## config.mk

```make
export PLATFORM = sky130hd
export DESIGN_NAME = url_percent_decoder
export DESIGN_NICKNAME = d
export VERILOG_FILES = /design/src/sv/upd_pkg.sv /design/src/sv/url_percent_decoder.sv /design/src/sv/upd_front.sv /design/src/sv/upd_queue.sv /design/src/sv/upd_back.sv
export SDC_FILE = /design/constraint.sdc
export NUM_CORES = 1
export LEC_CHECK = 0
export ABC_AREA = 1
export BUFFER_PORTS_ARGS = -buffer_cell sky130_fd_sc_hd__buf_2
export CAP_MARGIN = 20
export CORE_MARGIN = 3
export CORE_UTILIZATION = 44
export DETAILED_ROUTE_END_ITERATION = 6
export GPL_TIMING_DRIVEN = 1
export SETUP_SLACK_MARGIN = 0.5
export SLEW_MARGIN = 0
export SYNTH_ARGS = -nofsm -noshare
export SYNTH_HDL_FRONTEND = slang
export SYNTH_SLANG_ARGS = --single-unit
```

## constraint.sdc

```tcl
create_clock -name clk -period 3.3 [get_ports clk]
set_clock_uncertainty 0.2 [all_clocks]
set_input_delay 0.66 -clock clk [delete_from_list [all_inputs] [get_ports clk]]
set_output_delay 0.66 -clock clk [all_outputs]
set_load 0.01 [all_outputs]
```

## src/sv/upd_pkg.sv

```systemverilog
// Shared types, character constants and hex helpers for the URL percent decoder.
package upd_pkg;

	localparam logic [7:0] CH_PLUS    = 8'h2B;
	localparam logic [7:0] CH_PERCENT = 8'h25;
	localparam logic [7:0] CH_SPACE   = 8'h20;

	// request queue between front and back; depth must be a power of two
	localparam int QDEPTH = 2;
	localparam int QAW    = $clog2(QDEPTH);
	localparam int QCW    = QAW + 1;

	localparam int MAX_BYTES = 3;

	typedef enum logic [1:0] {
		ESC_IDLE,
		ESC_PCT,
		ESC_DIG
	} esc_t;

	// one decoded request: up to three bytes, count in 1..3
	typedef struct packed {
		logic [1:0]                     cnt;
		logic [MAX_BYTES-1:0][7:0]      bytes;
		logic                           last;
	} entry_t;

	typedef struct packed {
		logic full;
		logic nonempty;
	} q_status_t;

	function automatic logic is_hex(input logic [7:0] c);
		is_hex = (c >= 8'h30 && c <= 8'h39) || (c >= 8'h41 && c <= 8'h46) ||
			(c >= 8'h61 && c <= 8'h66);
	endfunction

	function automatic logic [3:0] hex_nib(input logic [7:0] c);
		if (c <= 8'h39) begin
			hex_nib = c[3:0];
		end else begin
			hex_nib = c[3:0] + 4'd9;
		end
	endfunction

endpackage

```

## src/sv/url_percent_decoder.sv

```systemverilog
// Top level of the streaming URL percent decoder.
// Streaming URL percent decoder. Encoded characters enter one per cycle on the
// in_* channel, with in_last on the final character of a string; decoded bytes
// leave on the out_* channel, out_last on the final one. A plus becomes a
// space, a percent sign with two hex digits becomes the byte they spell (zero
// included), and a broken escape is passed through literally. Each accepted
// character makes between zero and three output bytes. The input side takes
// one character per cycle while the queue has room; the output side delivers
// one byte per cycle while out_stall is low, so a character that expands to
// two or three bytes, or a stalled output, holds the input back once the
// two-request queue between the front and the back fills.
module url_percent_decoder import upd_pkg::*; (
	input  logic       clk,
	input  logic       arst_n,
	input  logic       in_valid,
	output logic       in_stall,
	input  logic [7:0] in_byte,
	input  logic       in_last,
	output logic       out_valid,
	input  logic       out_stall,
	output logic [7:0] out_byte,
	output logic       out_last
);

	logic      push;
	logic      pop;
	entry_t    push_entry;
	entry_t    head;
	q_status_t q_status;

	// hold the input only while the request queue is full
	assign in_stall = q_status.full;

	// classify each character and form its output request
	upd_front u_front (
		.clk        (clk),
		.arst_n     (arst_n),
		.in_valid   (in_valid),
		.in_stall   (in_stall),
		.in_byte    (in_byte),
		.in_last    (in_last),
		.push       (push),
		.push_entry (push_entry)
	);

	// buffer requests so front and back stall independently
	upd_queue u_queue (
		.clk        (clk),
		.arst_n     (arst_n),
		.push       (push),
		.push_entry (push_entry),
		.pop        (pop),
		.head       (head),
		.status     (q_status)
	);

	// advance through request bytes, one per cycle while the output is not stalled, into the output register
	upd_back u_back (
		.clk       (clk),
		.arst_n    (arst_n),
		.head      (head),
		.status    (q_status),
		.pop       (pop),
		.out_valid (out_valid),
		.out_stall (out_stall),
		.out_byte  (out_byte),
		.out_last  (out_last)
	);

endmodule

```

## src/sv/upd_front.sv

```systemverilog
// Front part: accept characters, track the escape state, build output requests.
module upd_front import upd_pkg::*; (
	input  logic       clk,
	input  logic       arst_n,
	input  logic       in_valid,
	input  logic       in_stall,
	input  logic [7:0] in_byte,
	input  logic       in_last,
	output logic       push,
	output entry_t     push_entry
);

	esc_t       st_q, st_d;
	logic [7:0] held_q, held_d;
	logic       accept;
	logic       hex;

	assign accept = in_valid && !in_stall;
	assign hex    = is_hex(in_byte);

	// next state
	always_comb begin
		st_d   = st_q;
		held_d = held_q;
		if (accept) begin
			case (st_q)
				ESC_PCT: begin
					if (hex) begin
						st_d   = ESC_DIG;
						held_d = in_byte;
					end else begin
						st_d = (in_byte == CH_PERCENT) ? ESC_PCT : ESC_IDLE;
					end
				end
				ESC_DIG: begin
					if (hex) begin
						st_d = ESC_IDLE;
					end else begin
						st_d = (in_byte == CH_PERCENT) ? ESC_PCT : ESC_IDLE;
					end
				end
				default: begin
					st_d = (in_byte == CH_PERCENT) ? ESC_PCT : ESC_IDLE;
				end
			endcase
			if (in_last) begin
				st_d   = ESC_IDLE;
				held_d = 8'h00;
			end
		end
	end

	// outputs: bytes carried over from the escape, then the fresh byte
	always_comb begin
		logic [1:0] n;
		logic       fresh;
		n          = 2'd0;
		fresh      = 1'b1;
		push_entry = '0;
		case (st_q)
			ESC_PCT: begin
				if (hex) begin
					fresh = 1'b0;
					if (in_last) begin
						push_entry.bytes[0] = CH_PERCENT;
						push_entry.bytes[1] = in_byte;
						n = 2'd2;
					end
				end else begin
					push_entry.bytes[0] = CH_PERCENT;
					n = 2'd1;
				end
			end
			ESC_DIG: begin
				if (hex) begin
					fresh = 1'b0;
					push_entry.bytes[0] = {hex_nib(held_q), hex_nib(in_byte)};
					n = 2'd1;
				end else begin
					push_entry.bytes[0] = CH_PERCENT;
					push_entry.bytes[1] = held_q;
					n = 2'd2;
				end
			end
			default: begin
				n = 2'd0;
			end
		endcase
		if (fresh) begin
			if (in_byte == CH_PERCENT) begin
				if (in_last) begin
					push_entry.bytes[n] = CH_PERCENT;
					n = n + 2'd1;
				end
			end else if (in_byte == CH_PLUS) begin
				push_entry.bytes[n] = CH_SPACE;
				n = n + 2'd1;
			end else begin
				push_entry.bytes[n] = in_byte;
				n = n + 2'd1;
			end
		end
		push_entry.cnt  = n;
		push_entry.last = in_last;
		push            = accept && (n != 2'd0);
	end

	always_ff @(posedge clk or negedge arst_n) begin
		if (!arst_n) begin
			st_q   <= ESC_IDLE;
			held_q <= 8'h00;
		end else begin
			st_q   <= st_d;
			held_q <= held_d;
		end
	end

endmodule

```

## src/sv/upd_queue.sv

```systemverilog
// Short request queue that decouples the front from the back.
module upd_queue import upd_pkg::*; (
	input  logic      clk,
	input  logic      arst_n,
	input  logic      push,
	input  entry_t    push_entry,
	input  logic      pop,
	output entry_t    head,
	output q_status_t status
);

	entry_t           mem_q [QDEPTH];
	logic [QAW-1:0]   wr_ptr_q, rd_ptr_q;
	logic [QCW-1:0]   count_q;

	assign head            = mem_q[rd_ptr_q];
	assign status.full     = (count_q == QCW'(QDEPTH));
	assign status.nonempty = (count_q != '0);

	always_ff @(posedge clk) begin
		if (push) begin
			mem_q[wr_ptr_q] <= push_entry;
		end
	end

	always_ff @(posedge clk or negedge arst_n) begin
		if (!arst_n) begin
			wr_ptr_q <= '0;
			rd_ptr_q <= '0;
			count_q  <= '0;
		end else begin
			if (push) begin
				wr_ptr_q <= wr_ptr_q + QAW'(1);
			end
			if (pop) begin
				rd_ptr_q <= rd_ptr_q + QAW'(1);
			end
			case ({push, pop})
				2'b10:   count_q <= count_q + QCW'(1);
				2'b01:   count_q <= count_q - QCW'(1);
				default: count_q <= count_q;
			endcase
		end
	end

endmodule

```

## src/sv/upd_back.sv

```systemverilog
// Back part: walk the bytes of each queued request into the output register.
module upd_back import upd_pkg::*; (
	input  logic       clk,
	input  logic       arst_n,
	input  entry_t     head,
	input  q_status_t  status,
	output logic       pop,
	output logic       out_valid,
	input  logic       out_stall,
	output logic [7:0] out_byte,
	output logic       out_last
);

	logic [1:0] sel_q;
	logic       load;
	logic       at_end;
	logic [7:0] cur_byte;

	assign load   = status.nonempty && (!out_valid || !out_stall);
	assign at_end = (sel_q == head.cnt - 2'd1);
	assign pop    = load && at_end;

	always_comb begin
		case (sel_q)
			2'd0:    cur_byte = head.bytes[0];
			2'd1:    cur_byte = head.bytes[1];
			default: cur_byte = head.bytes[2];
		endcase
	end

	always_ff @(posedge clk or negedge arst_n) begin
		if (!arst_n) begin
			out_valid <= 1'b0;
			sel_q     <= 2'd0;
		end else begin
			if (load) begin
				out_valid <= 1'b1;
				sel_q     <= at_end ? 2'd0 : sel_q + 2'd1;
			end else if (!out_stall) begin
				out_valid <= 1'b0;
			end
		end
	end

	always_ff @(posedge clk) begin
		if (load) begin
			out_byte <= cur_byte;
			out_last <= head.last && at_end;
		end
	end

endmodule

```

==> flow_summary.toml, run 1 <==
[run_status]
status = "completed"

[synth]
synthTopCellsByArea = "edfxtp_1, dfrtp_1, o21ai_0"
synth_seq_cells = 80
synth_edf_count = 63
synthCells = 389
synth-xor-area-share_pct = 1.49
yosys.area.top_type = "edfxtp_1"
ys_types = 41
syn_avg_cell_area_um2 = 10.5
synth-async-reset-ratio_pct = 21.3
synthFlopType = "edfxtp_1"
synth_top_area_share_pct = 46.1
synth_compound_area_share_pct = 14.0
yosys.area_share.adder_pct = 4.58
synthesis.nets = 417
syn_area_um2 = 4100
synth_warnings = 0
yosysSeqAreaShare_pct = 56.5
muxShareOfSynthArea_pct = 0.244
synth_top_family_by_area = "simple AND/OR/NAND/NOR gates"
synthSimpleGateAreaFrac_pct = 17.2

[routing]
routed_wl_um = 9100
num_vias = 2956
drcViolationCount = 0
drtPass1Iterations = 5
ant_nets = 0
wl_per_cell_um = 16.4
drt-initial-drc-count = 144
via_per_inst = 5.33

[critical_path]
cp.required_ns = 3.15
reg2reg_to = "u_queue.mem_q[1][7]"
path_class = "input pin to flop"
crit_arrival_ns = 2.65
cp-startpoint = "in_byte[1]"
r2r_cells = 15
rrSetupSlack_ns = 0.67
crit_fanout = 14
start_kind = "input pin"
reg2reg_from = "u_front.st_q[1]"
critPathCaptureType = "flop"
crit_end = "u_queue.mem_q[1][7]"

[timing]
fin_crit_ns = 2.80
min_period_over_period_pct = 84.9
setup_ws_ns = 0.500
maxSlewViolCount = 0
max_slew_margin_pct = 55.0
rsz0062_at_grt = "yes"
tightest_slew_ns = 0.672
setup_viol = 0
hold_viol_final = 0
max_freq_mhz = 357
fin_tns_setup_ns = 0

[grt]
grt_max_degree = 28
overflow = 0
grt_pass1_wl_um = 14200
grt_usage_pct = 18.1
grt_pass1_vias = 2789
antenna_found_initial = 0

[floorplan]
io_pins = 24
fp.dieH_um = 103
start_util_pct = 46.1
rows = 34
fp.dieArea_um2 = 10500
die_x_um = 103
coreArea_um2 = 8890

[placement]
numPortBuffers = 23
dp_slack_ns = -0.0559
place_area_um2 = 4480
place_congestion = 0.916
dp_hpwl_um = 6270
dp.cells = 527

[power]
total_power_mw = 3.54
powerDensity_nw_per_um2 = 721
leakage_nw = 2.02
irDropWorstVdd_uv = 269

[final_layout]
syn_to_final_growth_pct = 19.8
multi_input_area_um2 = 1650
fillers = 788
n_antenna_cell = 0
stdcell_count = 555
layout-drive-gt1-share_pct = 27.3
final_common_cell = "edfxtp_1"
final_cell_mix = "edfxtp_1, nand2_1, o21ai_0"
final_cell_area_um2 = 4910
seqCellArea_um2 = 2320
layout.nets = 470

[clock_tree]
hold_buffers = 0
root_buffer = "clkbuf_8"
clock_path_buffers = 2
numCtsBuffers = 9
cts.htree.levels = 3
insertion_delay_ns = 0.35
cts_tree = "yes"
cts_sinks = 80
cts.clk_slew.worst_paths_ns = 0.08

[hold_path]
hp-class = "input pin to async pin"

[flow_run]
cap_violations = 0
[per-stage QoR]
step,hold slack (ns),utilization (%)
after detailed placement,0.283,50.4
after CTS,0.0362,53.8
after global routing,0.0380,55.2
after global placement,0.268,50.4
after floorplan,0.164,-
final,0.0354,55.2
[flip-flops by register name, indices dropped and copies added (netlist names), 2 cells and up]
| name | count |
|---|---|
| u_back.out_byte | 8 |
| u_back.sel_q | 2 |
| u_front.held_q | 8 |
| u_front.st_q | 2 |
| u_queue.count_q | 2 |
| u_queue.mem_q | 54 |
[cells in the mapped netlist, types with 2 or more instances]
cell type	instances
a21oi_4	2
nand2_2	11
nor2_1	27
nand2_1	49
edfxtp_1	63
clkbuf_1	6
inv_2	8
a21oi_1	7
a22oi_1	3
nand3_2	3
buf_6	2
o22ai_1	9
nand3_4	2
nor2_2	4
nor3_1	4
o21ai_1	8
buf_2	2
o21ai_2	2
o32ai_1	2
o31ai_1	2
nand2_4	5
ha_1	15
o21a_1	7
xor2_1	6
inv_1	39
o221ai_1	7
nand4_1	3
nand3_1	22
dfrtp_1	17
o21ai_0	40
a221oi_1	2
[how the worst min path moves through the flow]
stage               cells past startpoint          endpoint              from
detailed placement                      2  u_back.out_valid  u_back.out_valid
global placement                        2  u_queue.wr_ptr_q  u_queue.wr_ptr_q
CTS                                     1  u_queue.rd_ptr_q            arst_n
global route                            1  u_queue.rd_ptr_q            arst_n
floorplan                               0  u_back.out_valid            arst_n
finish                                  1  u_queue.rd_ptr_q            arst_n
[kinds of logic (layout without fill, tap and decap cells)]
kind of cell / count (synthesis) / after routing
and+or+nand+nor: 135 / 135
muxes: 1 / 1
DFF: 80 / 80
adders and majority gates: 15 / 15
xor gates and xnor gates: 7 / 7
buffers and inverters: 59 / 117
AOI/OAI and AO/OA: 92 / 92
[area by class of cell]
cell class,instances,area share [%]
multi-input combinational,250,33.6
clock inverter,7,1.91
clock buffer,9,2.52
timing repair buffer,53,8.13
inverter,48,3.92
tap,108,2.75
sequential,80,47.2
[metal layers]
layer / global-route usage [%] / routed length (um)
met5: 0 / 0
met4: 7.47 / 175
met3: 3.32 / 491
met2: 28.8 / 4480
met1: 24.5 / 3950
[timing repair]
item                       in CTS  in global routing
setup buffers                   5                  5
setup endpoints to repair       6                 57
gates cloned                    0                  2
gates resized for setup         7                 15
pin swaps                       6                  9
[worst max-delay path, cell delays in order]
cell and delay (ns):
buf_6 0.10, clkinvlp_4 0.11, ha_4 0.15, nand2_4 0.05, or2_4 0.25, nand3_4 0.14, nand3_4 0.10, nand2_4 0.10
inv_4 0.04, ha_4 0.25, inv_2 0.03, nand2_2 0.06, nand2_2 0.07, nand2_4 0.07, nand2_4 0.07, nor2_4 0.21
buf_12 0.19
[where the power goes]
part           internal (mW)  leakage (nW)  switching [mW]  total (mW)
Sequential              1.45         0.811          0.0935        1.54
Combinational          0.452          1.10           0.765        1.22
Clock                  0.426         0.107           0.361       0.787
Total                   2.32          2.02            1.22        3.54
Note: power is estimated with default switching activity, not from simulation.
==> inputs of run 2 (changes only) <==
--- a/config.mk
+++ b/config.mk
@@ -5,7 +5,7 @@
 export SDC_FILE = /design/constraint.sdc
 export NUM_CORES = 1
 export LEC_CHECK = 0
-export ABC_AREA = 1
+export ABC_AREA = 0
 export BUFFER_PORTS_ARGS = -buffer_cell sky130_fd_sc_hd__buf_2
 export CAP_MARGIN = 20
 export CORE_MARGIN = 3
==> constraint.sdc (replaced) <==
create_clock -name clk -period 2.4 [get_ports clk]
set_clock_uncertainty 0.2 [all_clocks]
set_input_delay 0.48 -clock clk [delete_from_list [all_inputs] [get_ports clk]]
set_output_delay 0.48 -clock clk [all_outputs]
set_load 0.01 [all_outputs]
==> run 2 against run 1 <==
Effect of this change:
- the flow now finishes with violations (negative setup slack)
- routed wire length rose by 12%
- sequential share of layout area fell by 6.4 points
- via count rose by 7.2%
- total power rose by 49%
- register-to-register slack got worse by 1.1 ns
- non-clock buffer count rose by 55
- worst hold slack improved by 0.10 ns
- final cell count rose by 3.2%
- critical path type unchanged
- largest cell class unchanged
==> flow_summary.toml, run 2 <==
[clock_tree]
root_buffer = "clkbuf_8"
cts_sinks = 80
cts.htree.levels = 3
cts.clk_slew.worst_paths_ns = 0.09
cts_tree = "yes"
numCtsBuffers = 9
clock_path_buffers = 2
insertion_delay_ns = 0.34

[floorplan]
rows = 34
io_pins = 24
fp.dieArea_um2 = 10500
die_x_um = 102
fp.dieH_um = 102
start_util_pct = 46.0
coreArea_um2 = 8890

[synth]
synth_top_area_share_pct = 46.3
ys_types = 60
yosysSeqAreaShare_pct = 56.7
synthesis.nets = 385
synthFlopType = "edfxtp_1"
synthCells = 357
synth-async-reset-ratio_pct = 21.3
synth_seq_cells = 80
synth_edf_count = 63
post-synth-top-count-cell = "edfxtp_1"
synthTopCellsByArea = "edfxtp_1, dfrtp_1, ha_1"
synth_common_cells = "edfxtp_1, nand2_1, o21ai_0, nor2_1, dfrtp_1"
syn_area_um2 = 4090
syn_avg_cell_area_um2 = 11.5
yosys.area.top_type = "edfxtp_1"
synth_warnings = 0

[grt]
antenna_found_initial = 0
grt_pass1_wl_um = 15400
grt_pass1_vias = 3099
overflow = 0
grt_usage_pct = 19.3
grt_max_degree = 28

[run_status]
status = "complete, but fails checks"
violations = "negative setup slack"

[routing]
routed_wl_um = 10200
num_vias = 3168
drt-initial-drc-count = 163
via_per_inst = 5.53
wl_met1_um = 4550
routed.top_layer = "met4"
ant_nets = 0
drcViolationCount = 0
drtPass1Iterations = 5
met3WireLength_um = 385
wl_per_cell_um = 17.7
dr_wl_met2_um = 4970

[timing]
hold_viol_final = 0
min_period_over_period_pct = 123
fin_tns_setup_ns = -38.06
max_freq_mhz = 340
rsz0062_at_grt = "yes"
tightest_slew_ns = 0.562
max_slew_margin_pct = 62.1
setup_viol = 101
fin_crit_ns = 2.94
hold-worst-slack_ns = 0.140
setup_ws_ns = -0.542
maxSlewViolCount = 0

[placement]
dp.cells = 531
dp_hpwl_um = 6800
numPortBuffers = 23
dp_slack_ns = -0.987
place_area_um2 = 4790
place_congestion = 0.885

[final_layout]
n_antenna_cell = 0
largest-register = "u_queue.mem_q"
layout-drive-gt1-share_pct = 45.8
final_core_util_pct = 63.9
syn_to_final_growth_pct = 39.0
final_cell_mix = "buf_4, edfxtp_1, nand2_1"
layout.nets = 488
final_cell_area_um2 = 5680
largest_reg_flops = 54
stdcell_count = 573
reg_top3 = "u_queue.mem_q: 54 flops, u_back.out_byte: 8 flops, u_front.held_q: 8 flops"

[flow_run]
cap_violations = 0

[power]
powerDensity_nw_per_um2 = 926
irDropWorstVdd_uv = 411
total_power_mw = 5.26
leakage_nw = 2.19

[critical_path]
path_class = "input pin to flop"
cp-startpoint = "in_byte[1]"
crit_path_top_delay_cell = "a311o_2"
critPathTopFamily = "simple AND/OR/NAND/NOR gates"
slowest_delay_ns = 0.42
crit_chain = "buf_2, inv_2, ha_2, nor3b_1, and4bb_4, o21a_4, nor3_2, a21oi_2, ha_4, a2111oi_4, a311o_2, nor2_4, buf_12"
crit_arrival_ns = 2.77
critPathCaptureType = "flop"
crit_fanout = 27
reg2reg_from = "u_front.st_q[0]"
start_kind = "input pin"
path_buf_inv = 3
cp.required_ns = 2.23

[hold_path]
hp-start = "out_stall"
hp-class = "input pin to flop"
==> run 2: path summary, 6_finish.rpt <==
kind | depth (start not counted) | slack [ns] | to
setup / recovery | 13 | -0.54 | u_queue.mem_q[0][1]
hold / removal | 3 | 0.14 | u_back.out_valid
setup reg to reg | 10 | -0.41 | u_queue.mem_q[0][1]
hold reg to reg | 2 | 0.31 | u_back.out_valid
max in group asynchronous | 2 | 1.26 | u_back.sel_q[0]
min in group asynchronous | 2 | 0.41 | u_front.st_q[1]
==> run 2: metal layers <==
layer	GRT usage, %	vias to the layer above
met1	25.5	1523
met5	0	-
met4	6.16	0
met2	32.5	81
met3	3.41	22
li1	-	1542
==> run 2: worst register-to-register path, cell delays in order (launching register included) <==
cell and delay (ns):
dfrtp_1 0.38, inv_1 0.05, ha_1 0.35, buf_4 0.17, a21oi_4 0.14, a21oi_2 0.10, ha_4 0.30, a2111oi_4 0.04
a311o_2 0.42, nor2_4 0.16, buf_12 0.19
==> run 2: layout make-up <==
type,instances,area (um2)
clock buffers,9,124
clock inverters,7,78.8
flip-flops and latches,80,2320
inverters,15,67.6
repair buffers,108,883
fillers,664,3210
well taps,108,135
multi-input cells,246,2070
==> run 2: kinds of logic (layout without fill, tap and decap cells) <==
group / Yosys count / in the layout / synth area share [%]
adders and majority gates: 15 / 15 / 4.59
xor gates and xnor gates: 12 / 12 / 2.76
DFF: 80 / 80 / 56.7
muxes: 3 / 3 / 0.735
buffers and inverters: 32 / 139 / 3.61
and+or+nand+nor: 112 / 113 / 14.0
AOI/OAI and AO/OA: 103 / 103 / 17.6
==> run 2: what timing repair did <==
item | CTS | global route
cloned | 0 | 3
buffers inserted | 6 | 16
hold endpoints to repair | 17 | 0
setup endpoints to repair | 128 | 139
hold buffers | 1 | 0
gates resized for setup | 55 | 64
pin swaps | 28 | 23
==> run 2: where the power goes <==
part	leakage, nW	internal, mW	switching [mW]
logic	1.28	1.00	1.11
registers	0.810	1.97	0.179
clock network	0.0977	0.491	0.509
